<file path="src/design/ppcieu_pkg.sv">
package ppcieu_pkg;

    localparam int XLEN = 32;

    localparam logic [5:0] OP_ADD     = 6'd0;
    localparam logic [5:0] OP_ADDC    = 6'd1;
    localparam logic [5:0] OP_ADDE    = 6'd2;
    localparam logic [5:0] OP_ADDI    = 6'd3;
    localparam logic [5:0] OP_ADDIC   = 6'd4;
    localparam logic [5:0] OP_ADDIC_R = 6'd5;
    localparam logic [5:0] OP_ADDIS   = 6'd6;
    localparam logic [5:0] OP_ADDME   = 6'd7;
    localparam logic [5:0] OP_ADDZE   = 6'd8;
    localparam logic [5:0] OP_AND     = 6'd9;
    localparam logic [5:0] OP_ANDC    = 6'd10;
    localparam logic [5:0] OP_ANDI_R  = 6'd11;
    localparam logic [5:0] OP_ANDIS_R = 6'd12;
    localparam logic [5:0] OP_CNTLZW  = 6'd13;
    localparam logic [5:0] OP_DIVW    = 6'd14;
    localparam logic [5:0] OP_DIVWU   = 6'd15;
    localparam logic [5:0] OP_EQV     = 6'd16;
    localparam logic [5:0] OP_EXTSB   = 6'd17;
    localparam logic [5:0] OP_EXTSH   = 6'd18;
    localparam logic [5:0] OP_MULHW   = 6'd19;
    localparam logic [5:0] OP_MULHWU  = 6'd20;
    localparam logic [5:0] OP_MULLI   = 6'd21;
    localparam logic [5:0] OP_MULLW   = 6'd22;
    localparam logic [5:0] OP_NAND    = 6'd23;
    localparam logic [5:0] OP_NEG     = 6'd24;
    localparam logic [5:0] OP_NOR     = 6'd25;
    localparam logic [5:0] OP_OR      = 6'd26;
    localparam logic [5:0] OP_ORC     = 6'd27;
    localparam logic [5:0] OP_ORI     = 6'd28;
    localparam logic [5:0] OP_ORIS    = 6'd29;
    localparam logic [5:0] OP_RLWIMI  = 6'd30;
    localparam logic [5:0] OP_RLWINM  = 6'd31;
    localparam logic [5:0] OP_RLWNM   = 6'd32;
    localparam logic [5:0] OP_SLW     = 6'd33;
    localparam logic [5:0] OP_SRW     = 6'd34;
    localparam logic [5:0] OP_SRAW    = 6'd35;
    localparam logic [5:0] OP_SRAWI   = 6'd36;
    localparam logic [5:0] OP_SUBF    = 6'd37;
    localparam logic [5:0] OP_SUBFC   = 6'd38;
    localparam logic [5:0] OP_SUBFE   = 6'd39;
    localparam logic [5:0] OP_SUBFIC  = 6'd40;
    localparam logic [5:0] OP_SUBFME  = 6'd41;
    localparam logic [5:0] OP_SUBFZE  = 6'd42;
    localparam logic [5:0] OP_XOR     = 6'd43;
    localparam logic [5:0] OP_XORI    = 6'd44;
    localparam logic [5:0] OP_XORIS   = 6'd45;

    typedef enum logic [1:0] {
        KIND_NONE,
        KIND_ALU,
        KIND_MUL,
        KIND_DIV
    } kind_t;

    typedef struct packed {
        logic [5:0]  op;
        logic [4:0]  rd;
        logic [4:0]  ra;
        logic [4:0]  rb;
        logic [15:0] imm;
        logic [4:0]  sh;
        logic [4:0]  mb;
        logic [4:0]  me;
        kind_t       kind;
        logic [4:0]  dst;
        logic        ca_upd;
        logic        ov_upd;
        logic        cr_upd;
    } dec_t;

    typedef enum logic [3:0] {
        ST_IDLE,
        ST_READ_AB,
        ST_READ_S,
        ST_EXEC,
        ST_MUL_LO,
        ST_MUL_HI,
        ST_MUL_FIX,
        ST_DIV_LOOP,
        ST_DIV_FIX,
        ST_COMMIT
    } bstate_t;

endpackage

</file>
<file path="src/design/ppcieu_front.sv">
module ppcieu_front
    import ppcieu_pkg::*;
(
    input  logic        clk,
    input  logic        rst_n,
    input  logic        push,
    output logic        full,
    input  logic [5:0]  opcode,
    input  logic [4:0]  first_reg,
    input  logic [4:0]  second_reg,
    input  logic [4:0]  third_reg,
    input  logic [15:0] immediate,
    input  logic [4:0]  shift_amount,
    input  logic [4:0]  mask_begin,
    input  logic [4:0]  mask_end,
    input  logic        overflow_enable,
    input  logic        record_enable,
    output logic        q_valid,
    output dec_t        q_data,
    input  logic        q_pop
);

    dec_t       entry_reg [2];
    logic [1:0] count_reg, count_next;
    logic       wptr_reg, rptr_reg;
    dec_t       dec;
    logic       ov_allow, rec_allow, rec_always;
    logic       do_push, do_pop;

    always_comb
    begin
        dec          = '0;
        dec.op       = opcode;
        dec.rd       = first_reg;
        dec.ra       = second_reg;
        dec.rb       = third_reg;
        dec.imm      = immediate;
        dec.sh       = shift_amount;
        dec.mb       = mask_begin;
        dec.me       = mask_end;
        dec.kind     = KIND_ALU;
        dec.dst      = second_reg;
        ov_allow     = 1'b0;
        rec_allow    = 1'b1;
        rec_always   = 1'b0;
        unique case (opcode) inside
            OP_ADD, OP_ADDC, OP_ADDE, OP_ADDME, OP_ADDZE, OP_SUBF, OP_SUBFC,
            OP_SUBFE, OP_SUBFME, OP_SUBFZE, OP_NEG:
            begin
                dec.dst  = first_reg;
                ov_allow = 1'b1;
            end
            OP_ADDI, OP_ADDIC, OP_ADDIS, OP_SUBFIC:
            begin
                dec.dst   = first_reg;
                rec_allow = 1'b0;
            end
            OP_ADDIC_R:
            begin
                dec.dst    = first_reg;
                rec_always = 1'b1;
            end
            OP_ANDI_R, OP_ANDIS_R: rec_always = 1'b1;
            OP_ORI, OP_ORIS, OP_XORI, OP_XORIS: rec_allow = 1'b0;
            OP_DIVW, OP_DIVWU:
            begin
                dec.dst  = first_reg;
                dec.kind = KIND_DIV;
                ov_allow = 1'b1;
            end
            OP_MULHW, OP_MULHWU:
            begin
                dec.dst  = first_reg;
                dec.kind = KIND_MUL;
            end
            OP_MULLW:
            begin
                dec.dst  = first_reg;
                dec.kind = KIND_MUL;
                ov_allow = 1'b1;
            end
            OP_MULLI:
            begin
                dec.dst   = first_reg;
                dec.kind  = KIND_MUL;
                rec_allow = 1'b0;
            end
            OP_AND, OP_ANDC, OP_CNTLZW, OP_EQV, OP_EXTSB, OP_EXTSH, OP_NAND,
            OP_NOR, OP_OR, OP_ORC, OP_RLWIMI, OP_RLWINM, OP_RLWNM, OP_SLW,
            OP_SRW, OP_SRAW, OP_SRAWI, OP_XOR: ;
            default:
            begin
                dec.kind  = KIND_NONE;
                dec.dst   = '0;
                rec_allow = 1'b0;
            end
        endcase
        case (opcode) inside
            OP_ADDC, OP_ADDE, OP_ADDIC, OP_ADDIC_R, OP_ADDME, OP_ADDZE, OP_SUBFC,
            OP_SUBFE, OP_SUBFIC, OP_SUBFME, OP_SUBFZE, OP_SRAW, OP_SRAWI:
                dec.ca_upd = 1'b1;
            default: dec.ca_upd = 1'b0;
        endcase
        dec.ov_upd = ov_allow & overflow_enable;
        dec.cr_upd = rec_always | (rec_allow & record_enable);
    end

    assign full    = (count_reg == 2'd2);
    assign q_valid = (count_reg != 2'd0);
    assign q_data  = entry_reg[rptr_reg];
    assign do_push = push & ~full;
    assign do_pop  = q_pop & q_valid;

    always_comb
    begin
        count_next = count_reg;
        if (do_push & ~do_pop)
            count_next = count_reg + 2'd1;
        else if (do_pop & ~do_push)
            count_next = count_reg - 2'd1;
    end

    always_ff @(posedge clk or negedge rst_n)
    begin
        if (!rst_n)
        begin
            count_reg <= '0;
            wptr_reg  <= 1'b0;
            rptr_reg  <= 1'b0;
        end
        else
        begin
            count_reg <= count_next;
            if (do_push)
                wptr_reg <= ~wptr_reg;
            if (do_pop)
                rptr_reg <= ~rptr_reg;
        end
    end

    always_ff @(posedge clk)
    begin
        if (do_push)
            entry_reg[wptr_reg] <= dec;
    end

endmodule

</file>
<file path="config.mk">
export PLATFORM = sky130hd
export DESIGN_NAME = ppcieu_front
export DESIGN_NICKNAME = d
export VERILOG_FILES = /design/src/design/ppcieu_pkg.sv /design/src/design/ppcieu_front.sv
export SDC_FILE = /design/constraint.sdc
export NUM_CORES = 1
export LEC_CHECK = 0
export ABC_AREA = 1
export ABC_CLOCK_PERIOD_IN_PS = 3550
export BUFFER_PORTS_ARGS = -buffer_cell sky130_fd_sc_hd__buf_4
export CORE_MARGIN = 3
export CORE_UTILIZATION = 50
export CTS_BUF_LIST = sky130_fd_sc_hd__clkbuf_2
export CTS_CLUSTER_SIZE = 16
export DETAILED_ROUTE_END_ITERATION = 8
export HOLD_SLACK_MARGIN = 0.05
export MAX_ROUTING_LAYER = met4
export PLACE_DENSITY = 0.78
export SETUP_SLACK_MARGIN = 0.02
export SYNTH_ARGS = -nofsm -noshare
export SYNTH_HDL_FRONTEND = slang
export SYNTH_SLANG_ARGS = --single-unit
</file>
<file path="constraint.sdc">
create_clock -name clk -period 3.55 [get_ports clk]
set_input_delay 0.71 -clock clk [delete_from_list [all_inputs] [get_ports clk]]
set_output_delay 0.71 -clock clk [all_outputs]
set_load 0.01 [all_outputs]
</file>
==> metrics.md, run 1 <==
| Metric | Value |
|---|---|
| Syn Nets | 556 |
| CORE AREA | 10400 um2 |
| Sequential area share after synthesis | a little under three quarters |
| Fin nets | slightly below 700 |
| Layout Utilization | between 60 and 70% |
| Worst min-delay path class | input port to flip-flop |
| DP HPWL | a little under 8000 um |
| Post-route ant nets | 0 |
| Static leakage | around 0.0030 uW |
| Comb pwr share | 38.7% |
| Setup TNS | 0 ns |
| CTS Buf Count | 17 |
| DIE AREA | 12000 um2 |
| Setup Skew | just under 0.03 ns |
| Via/cell ratio | a little over 5 |
| EDFF count, synth | about 120 |
| Placer congestion estimate | between 0.8 and 0.9 |
| Power Internal | 3120 uW |
| Pwr Density | ~730 nW/um2 |
| Max Transition Viols Final | 0 |
| Slew HR | between 40 and 50% |
| CTS tree | yes |
| Critical path launch point | rptr_reg |
| Synthesized area | around 5400 um2 |
| Placement Setup Slack | between 1 and 1.5 ns |
| Initial antenna violation count | 0 |
| First-pass GRT wire length | around 18000 um |
| Initial Utilization | 51.6% |
| # rows | 37 |
| RSZ-0062 raised after global routing | false |
| Count of final hold-check violations | 0 |
| Area Overhead vs Synth | 24.0% |
| Top FF cell, synth | edfxtp_1 |
| Flops & latches, synth | between 100 and 150 |
| Synth area leader | edfxtp_1 |
| Die Ht | approximately 110 um |
| CP Max Fanout | 21 |
| Grt ovf | 0 |
| Most common cell in the netlist | nand2_1 |
| Internal reg-to-reg setup slack | between 1 and 1.5 ns |
| Sw frac | 35.7% |
| Switch Pwr | about 1700 uW |
| Port Buf Inserts | ~120 |
| Drt total wl | about 12000 um |
| Io pins | approximately 120 |
| Synth unique cells | 29 |
| Run status | complete, no violations |
| Post-synth ARST share | roughly 3.1% |
| Critical path arrival | 2.10 ns |
| Commonest cells in the netlist | 245 x nand2_1, 124 x edfxtp_1, 31 x nand3_1, 26 x nor2_1, 16 x inv_1 |
| Total power | 4860 uW |
| Total clock sinks | 128 |
| Hold_sp | shift_amount[2] |
| Die width | about 110 um |
| Post-layout min period | approximately 2.8 ns |
| Fill count | around 840 |
| Largest net degree at the start of global routing | 64 |
| CTS max path bufs | 2 |
| Mapped Cells | between 400 and 500 |
| Clk network pwr share | around 17% |
| Worst setup EP type | output port |
| Sequential share of power | around 45% |
| Ys Warns | 0 |
| DRT Pass-1 Iters | 6 |
| # diodes | 0 |
| Final WS setup | roughly 0.74 ns |
| Vias in the first global route | between 3000 and 4000 |
| DRT iter0 DRCs | 260 |
| Number of max-cap violations | 0 |
| Top cell type's share of synthesized area | between 60% and 70% |
| GRT Util Overall | 20.5% |
| Largest register FFs | 124 |
| Crit start category | flip-flop |
| Clk_lat worst skew | around 0.66 ns |
| Post-route clock period utilization | a little under 80% |
| Root Buffer | clkbuf_2 |
| Synth top area cells | edfxtp_1 70%, nand2_1 17%, nand3_1 2.9%, dfrtp_1 1.9%, nor2_1 1.8% |
| Measured slew at the worst slew-check pin | roughly 0.83 ns |
| Endpoints failing setup | 0 |
| R2r startpoint | count_reg[0] |
| Wire per inst | 15.0 um |
| Avg Cell Area, Syn | between 10 and 15 um2 |
| Layout cells sized above 1 | a little over a quarter |
| Crit path kind | flip-flop to output port |
| F_max | about 360 MHz |
| WP data required | 2.84 ns |
| Clock Pin Slew Worst Setup and Hold Paths | between 0.15 and 0.2 ns |
| Via count | 3948 |
| VDD IR max | slightly above 0.0004 V |
| DRC violations left | 0 |
| H-tree depth | 4 |
-- worst paths after layout --
check / end / depth (start not counted)
max in group asynchronous: rptr_reg / 2
max: q_data[61] / 5
min in group asynchronous: count_reg[1] / 2
min: entry_reg[0][22] / 1
min reg2reg: count_reg[0] / 1
max reg2reg: count_reg[1] / 6
-- critical path, cell delays in order (launching register included) --
cell,delay (ns)
dfrtp_2,0.45
inv_2,0.29
buf_4,0.35
nand2_1,0.08
nand2_1,0.11
buf_4,0.15
-- power groups by stage --
stage          Sequential (uW)  Combinational (uW)  Clock, uW
4_1_cts                   2170                1920        833
5_1_grt                   2190                2080        906
6_report                  2160                1880        812
3_5_place_dp              2200                1910          0
2_1_floorplan             2180                 983          0
3_3_place_gp              2180                1880          0
-- layout by cell type (no fill, tap or decap), types with 2 or more instances in the layout --
cell        count
o21ai_0         2
nor2_4          4
clkinvlp_4      3
buf_4         126
dfrtp_1         3
o21ai_1         3
a31oi_1         2
clkinv_1        3
inv_2           5
a21oi_1         2
edfxtp_1      124
bufinv_16       2
clkinv_2        4
nand3_1        31
inv_1          16
nor2_2          3
nor2_1         24
xor2_1          2
nand2_1       245
nand2_2         3
clkbuf_2       18
-- stage by stage --
stage	instance area [um2]	instances	hold slack, ns
after floorplan	5360	497	0.414
after global placement	6410	742	0.497
after detailed placement	6410	742	0.512
after CTS	6640	774	0.151
after global routing	6640	774	0.0991
final	6640	774	0.213
-- final cells by class --
| class | count | area (um2) | area share (%) |
|---|---|---|---|
| inverter | 21 | 78.8 | 1.19 |
| multi-input combinational | 331 | 1400 | 21.0 |
| clock buffer | 18 | 90.1 | 1.36 |
| clock inverter | 13 | 123 | 1.85 |
| tap | 136 | 170 | 2.56 |
| timing repair buffer | 127 | 956 | 14.4 |
| sequential | 128 | 3820 | 57.6 |
-- logic make-up (layout without fill, tap and decap cells) --
| family | Yosys count | after routing | synth area share [%] |
|---|---|---|---|
| DFF | 128 | 128 | 71.4 |
| buffers and inverters | 38 | 179 | 2.80 |
| AOI/OAI and AO/OA | 11 | 11 | 1.17 |
| and+or+nand+nor | 316 | 316 | 23.9 |
| adders and majority gates | 1 | 1 | 0.234 |
| xor gates and xnor gates | 3 | 3 | 0.491 |
-- routing by layer --
layer	share of wire [%]	vias up	GRT usage (%)
li1	-	1912	-
met1	42	1860	25.4
met2	49	158	32.8
met3	7.8	18	5.64
met4	1.2	0	6.86
met5	0	-	-
-- repair_timing --
item,in CTS,in global routing
hold endpoints to repair,4,0
buffers inserted,0,0
hold buffers,1,0
resized for setup,0,0
Power figures use the tool's default switching activity.
==> run 2, diff against run 1 <==
- ABC_CLOCK_PERIOD_IN_PS: 3550 -> 2700
- CORE_UTILIZATION: 50 -> 56
- PLACE_DENSITY: 0.78 -> 0.82
- clock period: 3.55 -> 2.7 ns (I/O delays scaled with it)
==> run 2 against run 1 <==
Compared with the run above:
- worst setup slack worse by 0.47 ns
- utilization increased by 14 points
- design area increased by 8.7%
- hold slack worse by 0.062 ns
- routed wire length is 11% higher
- first-iteration DRC count rose by 5.0%
- sequential power grew 32%
- sequential share of layout area down 4.6 points
- critical endpoint is now q_data[4]
- highest routed layer unchanged
==> metrics.md, run 2 (same netlist as run 1, synthesis figures left out) <==
| Metric | Value |
|---|---|
| Clock Pin Slew Worst Setup and Hold Paths | 0.22 ns (+0.04 ns) |
| DRT Pass-1 Iters | 5 (-1) |
| Commonest non-fill, non-tap cell in the layout | nand2_1 |
| Crit path kind | flip-flop to output port |
| Count of final hold-check violations | 0 (unchanged) |
| CP Max Fanout | 46 (+120%) |
| Post-route ant nets | 0 (unchanged) |
| Initial Utilization | 57.7% (+6.0 points) |
| Post-route clock period utilization | about nine tenths |
| Clk_lat worst skew | 0.63 ns (-0.03 ns) |
| GRT Util Overall | 25.7% (+5.2 points) |
| CTS max path bufs | 2 (unchanged) |
| DRT iter0 DRCs | 273 (+5.0%) |
| Grt ovf | 0 (unchanged) |
| Layout Utilization | 77.7% (+14 points) |
| CTS tree | yes |
| Area of the multi-input gates | 1400 um2 (unchanged) |
| Placer congestion estimate | 0.912 (+5.6%) |
| Critical path arrival | 1.89 ns (-0.21 ns) |
| Slew HR | 49.3% (+5.1 points) |
| Die width | 104 um (-5.2%) |
| Max Transition Viols Final | 0 (unchanged) |
| DRC violations left | 0 (unchanged) |
| Setup Skew | 0.0243 ns (-0.00546 ns) |
| Slowest CP cell | dfrtp_2 |
| Fin cells | 819 (+5.8%) |
| Sequential Area | 3820 um2 (unchanged) |
| Measured slew at the worst slew-check pin | 0.752 ns (-0.0810 ns) |
| Static leakage | 0.00321 uW (+8.2%) |
| Crit start category | flip-flop |
| Run status | complete, no violations |
| Drt total wl | 12900 um (+11%) |
| DP HPWL | 7560 um (-2.0%) |
| F_max | around 400 MHz |
| Worst min-delay path class | input port to flip-flop |
| Total power | 6690 uW (+38%) |
| Slowest stage delay, CP | 0.47 ns (+0.02 ns) |
| RSZ-0062 raised after global routing | false |
| Endpoints failing setup | 0 (unchanged) |
| Largest net degree at the start of global routing | 64 (unchanged) |
| Largest register FFs | 124 (unchanged) |
| # rows | 35 (-5.4%) |
| DP Cell Count | 737 (-0.67%) |
| First-pass GRT wire length | 21300 um (+20%) |
| Fin nets | 736 (+7.4%) |
| VDD IR max | 0.000935 V (+130%) |
| Io pins | 122 (unchanged) |
| Die Ht | 104 um (-5.2%) |
| Port Buf Inserts | 121 (unchanged) |
| Wire per inst | 15.8 um (+5.2%) |
| Root Buffer | clkbuf_2 |
| H-tree depth | 4 (unchanged) |
| Cell Chain, Critical Path | inv_4, buf_12, nand2_1, nand2_1, buf_4 |
| CORE AREA | 9280 um2 (-10%) |
| Number of max-cap violations | 0 (unchanged) |
| DIE AREA | 10800 um2 (-10%) |
| Layout cells sized above 1 | 25.8% (-1.2 points) |
| Total clock sinks | 128 (unchanged) |
| Fill count | 578 (-31%) |
| Via count | 4176 (+5.8%) |
| Initial antenna violation count | 0 (unchanged) |
| Area Overhead vs Synth | 34.8% |
| # diodes | 0 (unchanged) |
| CTS Buf Count | 17 (unchanged) |
| Vias in the first global route | 4268 (+15%) |
| WP data required | 2.16 ns (-0.68 ns) |
| Commonest non-fill, non-tap cells in the layout | 245 x nand2_1, 124 x edfxtp_1, 124 x buf_4, 50 x dlygate4sd3_1, 31 x nand3_1 |
| Worst setup EP type | output port |
| Cell mode on critical path | nand2_1 |
| Pwr Density | 926 nW/um2 (+27%) |
| Via/cell ratio | 5.10 (about the same) |
| Post-layout min period | between 2 and 2.5 ns |
==> run 2: changes by cell type in the layout (fill, tap and decap cells not counted), sizes merged <==
cell,delta
dlygate4sd3,+49
inv,+9
clkinv,-6
buf,+2
bufinv,-1
clkbuf,-1
==> run 2: layout make-up <==
cell class                      count  area share [%]
Clock buffer                       17            1.18
Clock inverter                     15            2.31
Inverter                           21            1.13
Multi-Input combinational cell    331            19.3
Sequential cell                   128            53.0
Tap cell                          129            2.24
Timing Repair Buffer              178            20.8
==> run 2: report_power, final <==
group          switching [uW]  total, uW  leakage (uW)  internal, uW
clock network             818       1200      0.000143           380
registers                 127       2850       0.00120          2720
logic                    1570       2640       0.00187          1070
==> run 2: layer usage <==
metal	track usage, %	wire length (um)
met3	6.85	924
met2	44.5	6800
met5	-	0
met4	5.98	103
met1	30.5	5080
==> run 2: worst max-delay path: cells and delay by family (launching register included) <==
kind,cells,cell delay [ns]
AND/OR/NAND/NOR,2,0.20
flip-flops,1,0.47
buffers and inverters,3,0.59
==> run 2: through the flow <==
step,setup TNS [ns],instance area (um2),setup slack (ns),hold slack (ns)
floorplan,-7.67,5360,-0.0713,0.244
global placement,0,6460,0.714,0.338
detailed placement,0,6460,0.601,0.340
CTS,0,7200,0.0951,0.0538
global route,0,7220,0.0547,0.0651
finish,0,7220,0.269,0.151
==> run 2: final timing paths <==
kind | endpoint | slack (ns) | startpoint | cells past startpoint
max | q_data[4] | 0.27 | rptr_reg | 5
min in group asynchronous | wptr_reg | 0.23 | rst_n | 2
max in group asynchronous | rptr_reg | 2.34 | rst_n | 2
min reg2reg | count_reg[0] | 0.56 | count_reg[0] | 1
min | entry_reg[0][58] | 0.15 | opcode[2] | 1
max reg2reg | count_reg[1] | 0.57 | count_reg[0] | 6
==> run 2: timing repair <==
item                                    CTS  global route
endpoints found under the setup margin    0            14
endpoints found under the hold margin    99             2
hold buffers                             49             1
buffers inserted                          0             0
gates resized for setup                   0             3
